### src/mcarf_pkg.sv
`default_nettype none

package mcarf_pkg;

   localparam int NUM_REGS    = 32;
   localparam int REG_BITS    = 5;
   localparam int DATA_BITS   = 32;
   localparam int CTX_BITS    = 2;
   localparam int OP_BITS     = 4;
   localparam int QUEUE_DEPTH = 2;
   localparam int QPTR_BITS   = 1;
   localparam int QCNT_BITS   = 2;

   typedef enum logic [OP_BITS-1:0] {
      OP_ADD  = 4'd0,
      OP_ADDI = 4'd1,
      OP_LI   = 4'd2,
      OP_SUB  = 4'd3,
      OP_MUL  = 4'd4,
      OP_AND  = 4'd5,
      OP_OR   = 4'd6,
      OP_XOR  = 4'd7,
      OP_ORI  = 4'd8,
      OP_SLL  = 4'd9,
      OP_SRL  = 4'd10,
      OP_DUMP = 4'd11
   } op_type;

   typedef enum logic {
      CLS_ALU,
      CLS_DUMP
   } cls_type;

   typedef enum logic [1:0] {
      ST_CLEAR,
      ST_IDLE,
      ST_EXEC,
      ST_DUMP
   } state_type;

   typedef struct packed {
      logic [CTX_BITS-1:0]  ctx;
      cls_type              cls;
      op_type               op;
      logic [REG_BITS-1:0]  dest;
      logic [REG_BITS-1:0]  src_a;
      logic [REG_BITS-1:0]  src_b;
      logic [DATA_BITS-1:0] imm;
   } item_type;

   typedef struct packed {
      logic clearing;
   } stat_type;

endpackage

`default_nettype wire

### src/mcarf_queue.sv
`default_nettype none

module mcarf_queue (
   input  logic                clock,
   input  logic                reset,
   input  logic                push,
   input  mcarf_pkg::item_type push_item,
   output logic                q_ready,
   output logic                q_valid,
   output mcarf_pkg::item_type head,
   input  logic                pop
);
   import mcarf_pkg::*;

   item_type              slots_ff [QUEUE_DEPTH];
   logic [QPTR_BITS-1:0]  wr_ptr_ff;
   logic [QPTR_BITS-1:0]  wr_ptr_in;
   logic [QPTR_BITS-1:0]  rd_ptr_ff;
   logic [QPTR_BITS-1:0]  rd_ptr_in;
   logic [QCNT_BITS-1:0]  count_ff;
   logic [QCNT_BITS-1:0]  count_in;

   assign q_ready = count_ff != QCNT_BITS'(QUEUE_DEPTH);
   assign q_valid = count_ff != '0;
   assign head    = slots_ff[rd_ptr_ff];

   always_comb begin
      wr_ptr_in = push ? wr_ptr_ff + 1'b1 : wr_ptr_ff;
      rd_ptr_in = pop ? rd_ptr_ff + 1'b1 : rd_ptr_ff;
      count_in  = count_ff;
      if (push && !pop) begin
         count_in = count_ff + 1'b1;
      end else if (pop && !push) begin
         count_in = count_ff - 1'b1;
      end
   end

   always_ff @(posedge clock) begin
      if (reset) begin
         wr_ptr_ff <= '0;
         rd_ptr_ff <= '0;
         count_ff  <= '0;
      end else begin
         wr_ptr_ff <= wr_ptr_in;
         rd_ptr_ff <= rd_ptr_in;
         count_ff  <= count_in;
      end
   end

   always_ff @(posedge clock) begin
      if (push) begin
         slots_ff[wr_ptr_ff] <= push_item;
      end
   end

endmodule

`default_nettype wire

### config.mk
export PLATFORM = sky130hd
export DESIGN_NAME = mcarf_queue
export DESIGN_NICKNAME = d
export VERILOG_FILES = /design/src/mcarf_pkg.sv /design/src/mcarf_queue.sv
export SDC_FILE = /design/constraint.sdc
export NUM_CORES = 1
export LEC_CHECK = 0
export BUFFER_PORTS_ARGS = -buffer_cell sky130_fd_sc_hd__buf_2
export CORE_UTILIZATION = 50
export DETAILED_ROUTE_END_ITERATION = 7
export HOLD_SLACK_MARGIN = 0.1
export PLACE_DENSITY_LB_ADDON = 0.3
export SLEW_MARGIN = 5
export SYNTH_ARGS = -nofsm -noshare
export SYNTH_HDL_FRONTEND = slang
export SYNTH_SLANG_ARGS = --single-unit
### constraint.sdc
create_clock -name clock -period 8.6 [get_ports clock]
set_input_delay 1.72 -clock clock [delete_from_list [all_inputs] [get_ports clock]]
set_output_delay 1.72 -clock clock [all_outputs]
set_load 0.05 [all_outputs]
Yosys cells after proc, flatten, opt, wreduce, memory -nomap -nowiden:

Memories as Yosys holds them, arrays and structs flattened. A register that Yosys moved wholly into a read port is not among the register bits.
Cells that the tools add are included.

* flip-flop bits (word level): 4
* logic and storage cells: 21
* memory bits (writable): 108
* memories kept: 1
* output and inout bits: 56
* input bits: 58

Memory list
* slots_ff: depth 2, width 54, read ports 1, clocked after memory_dff 1, write ports 1, line mcarf_queue.sv:15 `item_type slots_ff [QUEUE_DEPTH];`

* equal/unequal tests: 1
* reduce and logical (&&, ||, !) cells: 6
* mux-type cells: 6
* add/sub/neg operators: 4

Operators with widths (number)
* 2-to-1 mux 1 bit: 4
* 2-to-1 mux 2 bit: 2
* nonzero test 2 bit: 2
* adder 1 bit, second input constant: 2
* adder 2 x 1 -> 2 bit, second input constant: 1
* logical AND 1 bit: 2
* zero test 1 bit: 2
* != test 2 bit, second input constant: 1
* subtractor 2 x 1 -> 2 bit, second input constant: 1

Logic depth before layout (Yosys ltp):

Gate-level depths: netlist (run 1).

* word-level depth: 4
* gate-level depth with buffers: 5
* gate-level depth less buffers: 5

Worst setup path before layout (run 1):

Ideal clock, no wire load.

* kind: input port to flip-flop
* from: input push
* to: memory slots_ff[0][0] (netlist bit) (enable)
* data arrival time: 4107 ps
* required time: 8128 ps
* slack: 4020 ps
* setup time: 472 ps
* cell stages on the path: 1
* buffers on the path: 0
* path through: nor2b_1

* longest elaborated chain between the ends: 2

RTL lines
* from (decl): line mcarf_queue.sv:6 `input logic push,`
* 2-to-1 mux 1 bit: line mcarf_queue.sv:51 `if (push) begin`
* 2-to-1 mux 1 bit (not written as such): line mcarf_queue.sv:52 `slots_ff[wr_ptr_ff] <= push_item;`
* to (decl): line mcarf_queue.sv:15

No other way between the ends.

==> metrics.cfg, run 1 <==
[die]
core_sq_um = 7850
height_of_the_die_um = 92.8
row_count = 32
initial_core_util = 0.525
fp.dieArea_sq_um = 8610
fp.dieW_um = 92.8
io_pins = 114

[grt]
grt_first_pass_wirelength_mm = 10.8
pin_count_of_the_biggest_net_entering_global_routing = 37
first_global_vias = 2167
grt_use_total = 0.175
overflow = 0
initial_antenna_violation_count = 0

[logic_synthesis]
synth_top_cell_by_area = edfxtp_1
syn_area_sq_um = 4120
synthSimpleGateAreaFrac = 0.0112
synthAdderAreaFrac = 0.00304
netlist.area_leader.share = 0.787
yosys.area_share.xor_xnor = 0.00850
synth-seq-area-share = 0.811
syn_area_cell_sq_um = 21.7
muxShareOfSynthArea = 0.148
synth_fp_nets = 249
postSynthRegisterBits = 113
post_synth_main_area_contributors = edfxtp_1 (79%), mux2_1 (15%), dfxtp_1 (2.4%)
compound_gate_portion_of_the_synthesized_area = 0.00243
netlist-cell-type-count = 17
ys.warnings.count = 0
netlist_instances = 190
largest_family_of_logic_cells_by_synthesized_area = multiplexers

[worst_setup_path]
highest_net_fanout_along_the_worst_path = 28
timing.critical_path.to_type = primary output
worst_r2r_startpoint = wr_ptr_ff
worstSetupStartpointType = register
arrival_ps = 2360
worstSetupPathType = register to primary output
required_ps = 6880

[drt]
first_iter_violations = 107
finalWirelength_mm = 6.97
firstDrtPassIters = 4
viasPerCell = 4.92
drc = 0
antenna_nets_post_route = 0
routed_wirelength_normalized_by_instance_count_um = 16.1
dr_vias = 2136

[final_layout]
postLayoutCellArea_sq_um = 5420
multiInputGateArea_sq_um = 721
fin_nets = 378
final-instance-count-excl-fill = 434
syn_to_final_growth_pct = 31.4
fill_cells = 536
insertedDiodeCount = 0
storage_element_area_sq_um = 3340
final_util = 0.690
drive_above_1_share = 0.449

[placement]
port_buffers = 113
gp_routability_congestion = 0.714
dpl-instance-area_sq_um = 4780
detailedPlacementHpwl_mm = 4.42
placement.setup.worst_slack_ps = 5000
place_inst = 402

[timing]
maxSlewHeadroom = 0.539
fmax_ghz = 0.245
period_share = 0.475
worstMarginPinSlew_ps = 692
finish_stage_setup_viols = 0
finalWorstPathRequiredPeriod_ps = 4080
fin_hold_ws_ps = 514
final_layout_setup_total_negative_slack_ps = 0
worst_clock_skew_ps = 6.33
final-max-slew-violation-count = 0
worst_slack_ps = 4520
hold_viol = 0
setup_repair_after_global_routing_missed_its_margin = no

[power]
power_frac_comb = 0.131
power_switching_mw = 0.400
total_leakage_power_nw = 2.08
power.internal_mw = 1.19
sequentialPowerShare = 0.411
finalPower_mw = 1.59
power.switching_fraction = 0.251
power.density_cell_area_nw_per_um2 = 294
worst_ir_drop_vdd_mv = 0.190
power_frac_clock = 0.458

[clock_network]
num_cts_buffers = 17
maximum_number_of_buffers_from_clock_root_to_sink = 2
post_cts.repair.setup_buffers = 0
sink_count_of_the_clock_tree = 113
clk_transition_reported_paths_ps = 50
insertion_delay_ps = 490
cts_hold_buffers = 0
tritoncts = done
clock_tree.htree_level_count = 4
post_cts_resize_count = 0
clk_root_buffer_cell = clkbuf_8

[run_status]
status = completed

[worst_hold_path]
worst_hold_path_class = register to register
hold_path_startpoint = count_ff[1]

[run]
cap_violations = 0

## flip-flops by register name (all words and copies together), names as in the netlist, named ones only
name,flops
slots_ff,108
rd_ptr_ff,1
count_ff,2
wr_ptr_ff,1
## critical path, stage by stage (launching register included)
cell     delay (ps)
dfxtp_2         770
buf_4           460
mux2_1          400
buf_2           220
## cells in the mapped netlist (all sizes together)
cell	count
mux2	54
xor2	2
or2	1
or3	1
a21oi	1
dfxtp	5
nand2b	1
xnor2	2
inv	1
nor2	4
and2	1
o21ai	1
buf	6
nor2b	1
edfxtp	108
ha	1
## layout make-up
class,instances,share of cell area
Sequential cell,113,0.618
Multi-Input combinational cell,70,0.133
Timing Repair Buffer,116,0.109
Clock buffer,18,0.0772
Clock inverter,14,0.0393
Tap cell,102,0.0236
Inverter,1,0.000693
## kinds of logic after synthesis
logic type,count (synthesis)
compound gates,2
xor+xnor,4
fa+ha+maj,1
buf+inv,7
flops,113
mux,54
simple gates,9
## routing by layer
metal  up-vias  GRT usage  routed length [um]
met1      1048      0.220                3000
met4         0     0.0654                  66
met3         6     0.0714                 424
li1       1007          -                   -
met2        75      0.273                3480
met5         -          0                   0
## power groups by stage
stage / Clock (mW) / Combinational, mW / Sequential, mW
finish: 0.730 / 0.209 / 0.656
global route: 0.768 / 0.220 / 0.659
CTS: 0.740 / 0.211 / 0.656
detailed placement: 0 / 0.210 / 0.667
global placement: 0 / 0.209 / 0.665
floorplan: 0 / 0.163 / 0.660
## final timing paths
path	to	depth (start not counted)	slack (ps)
worst max-delay path	head[39]	3	4520
worst min-delay path	count_ff[1]	2	510
worst max register to register	slots_ff[1][38]	2	6830
worst min register to register	count_ff[1]	2	510
## layout by cell type, fill, tap and decap left out
cell type / count
o21ai_0: 1
clkinv_4: 2
or2_1: 1
clkbuf_16: 16
clkbuf_8: 1
dfxtp_1: 4
clkinv_1: 1
clkbuf_1: 1
dfxtp_2: 1
a21oi_1: 1
inv_6: 1
and2_2: 1
bufinv_16: 5
mux2_1: 54
nand2b_1: 1
buf_4: 3
xnor2_1: 2
nor2_1: 4
xor2_1: 2
clkinvlp_4: 3
nor2b_4: 1
inv_1: 1
edfxtp_1: 108
clkinv_2: 2
ha_1: 1
or3_1: 1
buf_2: 113
Power figures use the tool's default switching activity.
==> inputs of run 2 (changes only) <==
- clock period: 8.6 -> 4 ns (I/O delays scaled with it)
==> metrics.cfg, run 2 (synthesis results as in run 1) <==
[clock_network]
post_cts.repair.setup_buffers = 0  ; unchanged
tritoncts = done
post_cts_resize_count = 0  ; unchanged
maximum_number_of_buffers_from_clock_root_to_sink = 2  ; unchanged
num_cts_buffers = 17  ; unchanged
cts_hold_buffers = 0  ; unchanged
sink_count_of_the_clock_tree = 113  ; unchanged
clk_transition_reported_paths_ps = 50  ; about the same
clock_tree.htree_level_count = 4  ; unchanged
insertion_delay_ps = 500  ; about the same
clk_root_buffer_cell = clkbuf_8

[placement]
placement.setup.worst_slack_ps = 1580  ; -3420 ps
gp_routability_congestion = 0.668  ; -6.5%
port_buffers = 113  ; unchanged
detailedPlacementHpwl_mm = 4.68  ; +5.9%
place_inst = 404  ; +0.50%

[final_layout]
drive_above_1_share = 0.443  ; -0.00568
syn_to_final_growth_pct = 31.7
largest-register = slots_ff
final_util = 0.691  ; +0.00144
final-instance-count-excl-fill = 436  ; +0.46%
most-common-layout-cells = buf_2 (113), edfxtp_1 (108), mux2_1 (54), clkbuf_16 (16), bufinv_16 (5)
commonest_non_fill_non_tap_cell_in_the_layout = buf_2
fin_nets = 380  ; +0.53%
fill_cells = 553  ; +3.2%
insertedDiodeCount = 0  ; unchanged
reg.largest.list = slots_ff: 108 flops, count_ff: 2 flops
largest_register_ff_count = 108  ; unchanged

[die]
row_count = 32  ; unchanged
core_sq_um = 7850  ; unchanged
io_pins = 114  ; unchanged
fp.dieW_um = 92.8  ; unchanged
fp.dieArea_sq_um = 8610  ; unchanged
initial_core_util = 0.525  ; unchanged
height_of_the_die_um = 92.8  ; unchanged

[timing]
setup_repair_after_global_routing_missed_its_margin = no
worst_clock_skew_ps = 7.26  ; +0.930 ps
finalWorstPathRequiredPeriod_ps = 2920
fin_hold_ws_ps = 489  ; -24.7 ps
hold_viol = 0  ; unchanged
period_share = 0.730
maxSlewHeadroom = 0.423  ; -0.115
final-max-slew-violation-count = 0  ; unchanged
finish_stage_setup_viols = 0  ; unchanged
worstMarginPinSlew_ps = 863  ; +171 ps
fmax_ghz = 0.343
final_layout_setup_total_negative_slack_ps = 0  ; unchanged
worst_slack_ps = 1080  ; -3440 ps

[power]
total_leakage_power_nw = 2.10  ; +0.61%
worst_ir_drop_vdd_mv = 0.364  ; +91%
power.density_cell_area_nw_per_um2 = 629  ; +110%

[worst_setup_path]
timing.critical_path.to_type = primary output
critPathMaxStageDelay_ps = 750  ; -20 ps
timing.critical_path.max_delay_family = flip-flops
cp_cell_sequence = buf_12 -> mux2_1 -> buf_2
worstReg2RegEnd = slots_ff[1][41]
timing.reg2reg.setup_slack_ps = 2190  ; -4640 ps
worstSetupStartpointType = register
arrival_ps = 2120  ; -240 ps
worst_r2r_startpoint = wr_ptr_ff
highest_net_fanout_along_the_worst_path = 29  ; +3.6%
worstSetupPathType = register to primary output
critPathSlowestCell = dfxtp_2
critPathBufInv = 2  ; unchanged
worst_r2r_path_depth = 2  ; unchanged
required_ps = 3200  ; -3680 ps

[worst_hold_path]
worst_hold_path_class = input port to register
hold_path_startpoint = push_item[15]
worstHoldPathCells = 1  ; -1
end_point_of_the_worst_hold_path = slots_ff[0][15]

[grt]
first_global_vias = 2271  ; +4.8%
pin_count_of_the_biggest_net_entering_global_routing = 33  ; -11%
grt_use_total = 0.178  ; +0.00293
overflow = 0  ; unchanged
initial_antenna_violation_count = 0  ; unchanged
grt_first_pass_wirelength_mm = 11.0  ; +2.3%

[drt]
viasPerCell = 4.95  ; +0.57%
firstDrtPassIters = 4  ; unchanged
finalWirelength_mm = 7.19  ; +3.2%
dr_vias = 2158  ; +1.0%
drc = 0  ; unchanged
routed_wirelength_normalized_by_instance_count_um = 16.5  ; +2.7%
antenna_nets_post_route = 0  ; unchanged
first_iter_violations = 123  ; +15%

[run]
cap_violations = 0  ; unchanged

[run_status]
status = completed

[run 2: changes by cell type in the layout (fill, tap and decap cells not counted), sizes merged]
cell,delta
clkbuf,+2
clkinvlp,-2
inv,-1
clkinv,+1
buf,+2
[run 2: how the worst max path moves through the flow]
stage | startpoint | end | slack [ps] | depth (start not counted)
after floorplan | push | slots_ff[0][0] | 340 | 1
after global placement | register | head[50] | 1570 | 3
after detailed placement | register | head[27] | 1580 | 3
after CTS | register | head[50] | 1030 | 3
after global routing | register | head[41] | 950 | 3
final | register | head[50] | 1080 | 3
[run 2: layer usage]
metal,global-route usage,vias up,part of all wire
met1,0.201,1052,0.41
met2,0.298,86,0.52
met5,0,-,0
met4,0.0795,0,0.0090
met3,0.0690,7,0.065
li1,-,1013,-
[run 2: cell type report]
cell class	instances	area, sq um	area share
clock buffer	20	425	0.0784
clock inverter	12	189	0.0348
inverter	1	3.75	0.000692
multi-input combinational	70	721	0.133
sequential	113	3340	0.616
tap	102	128	0.0235
timing repair buffer	118	616	0.113
[run 2: worst register-to-register path: stages (launching register included)]
cell and delay [ps]:
dfxtp_1 410, and2_2 720, buf_4 360
[run 2: report_power, final]
group / internal, mW / switching, mW
combinational: 0.121 / 0.334
clock: 1.07 / 0.483
sequential: 1.38 / 0.0295
[run 2: stage by stage]
| stage | area (sq um) | power, mW |
|---|---|---|
| floorplan | 4120 | 1.77 |
| global placement | 4810 | 1.88 |
| detailed placement | 4810 | 1.89 |
| CTS | 5430 | 3.44 |
| global route | 5430 | 3.52 |
| finish | 5430 | 3.41 |
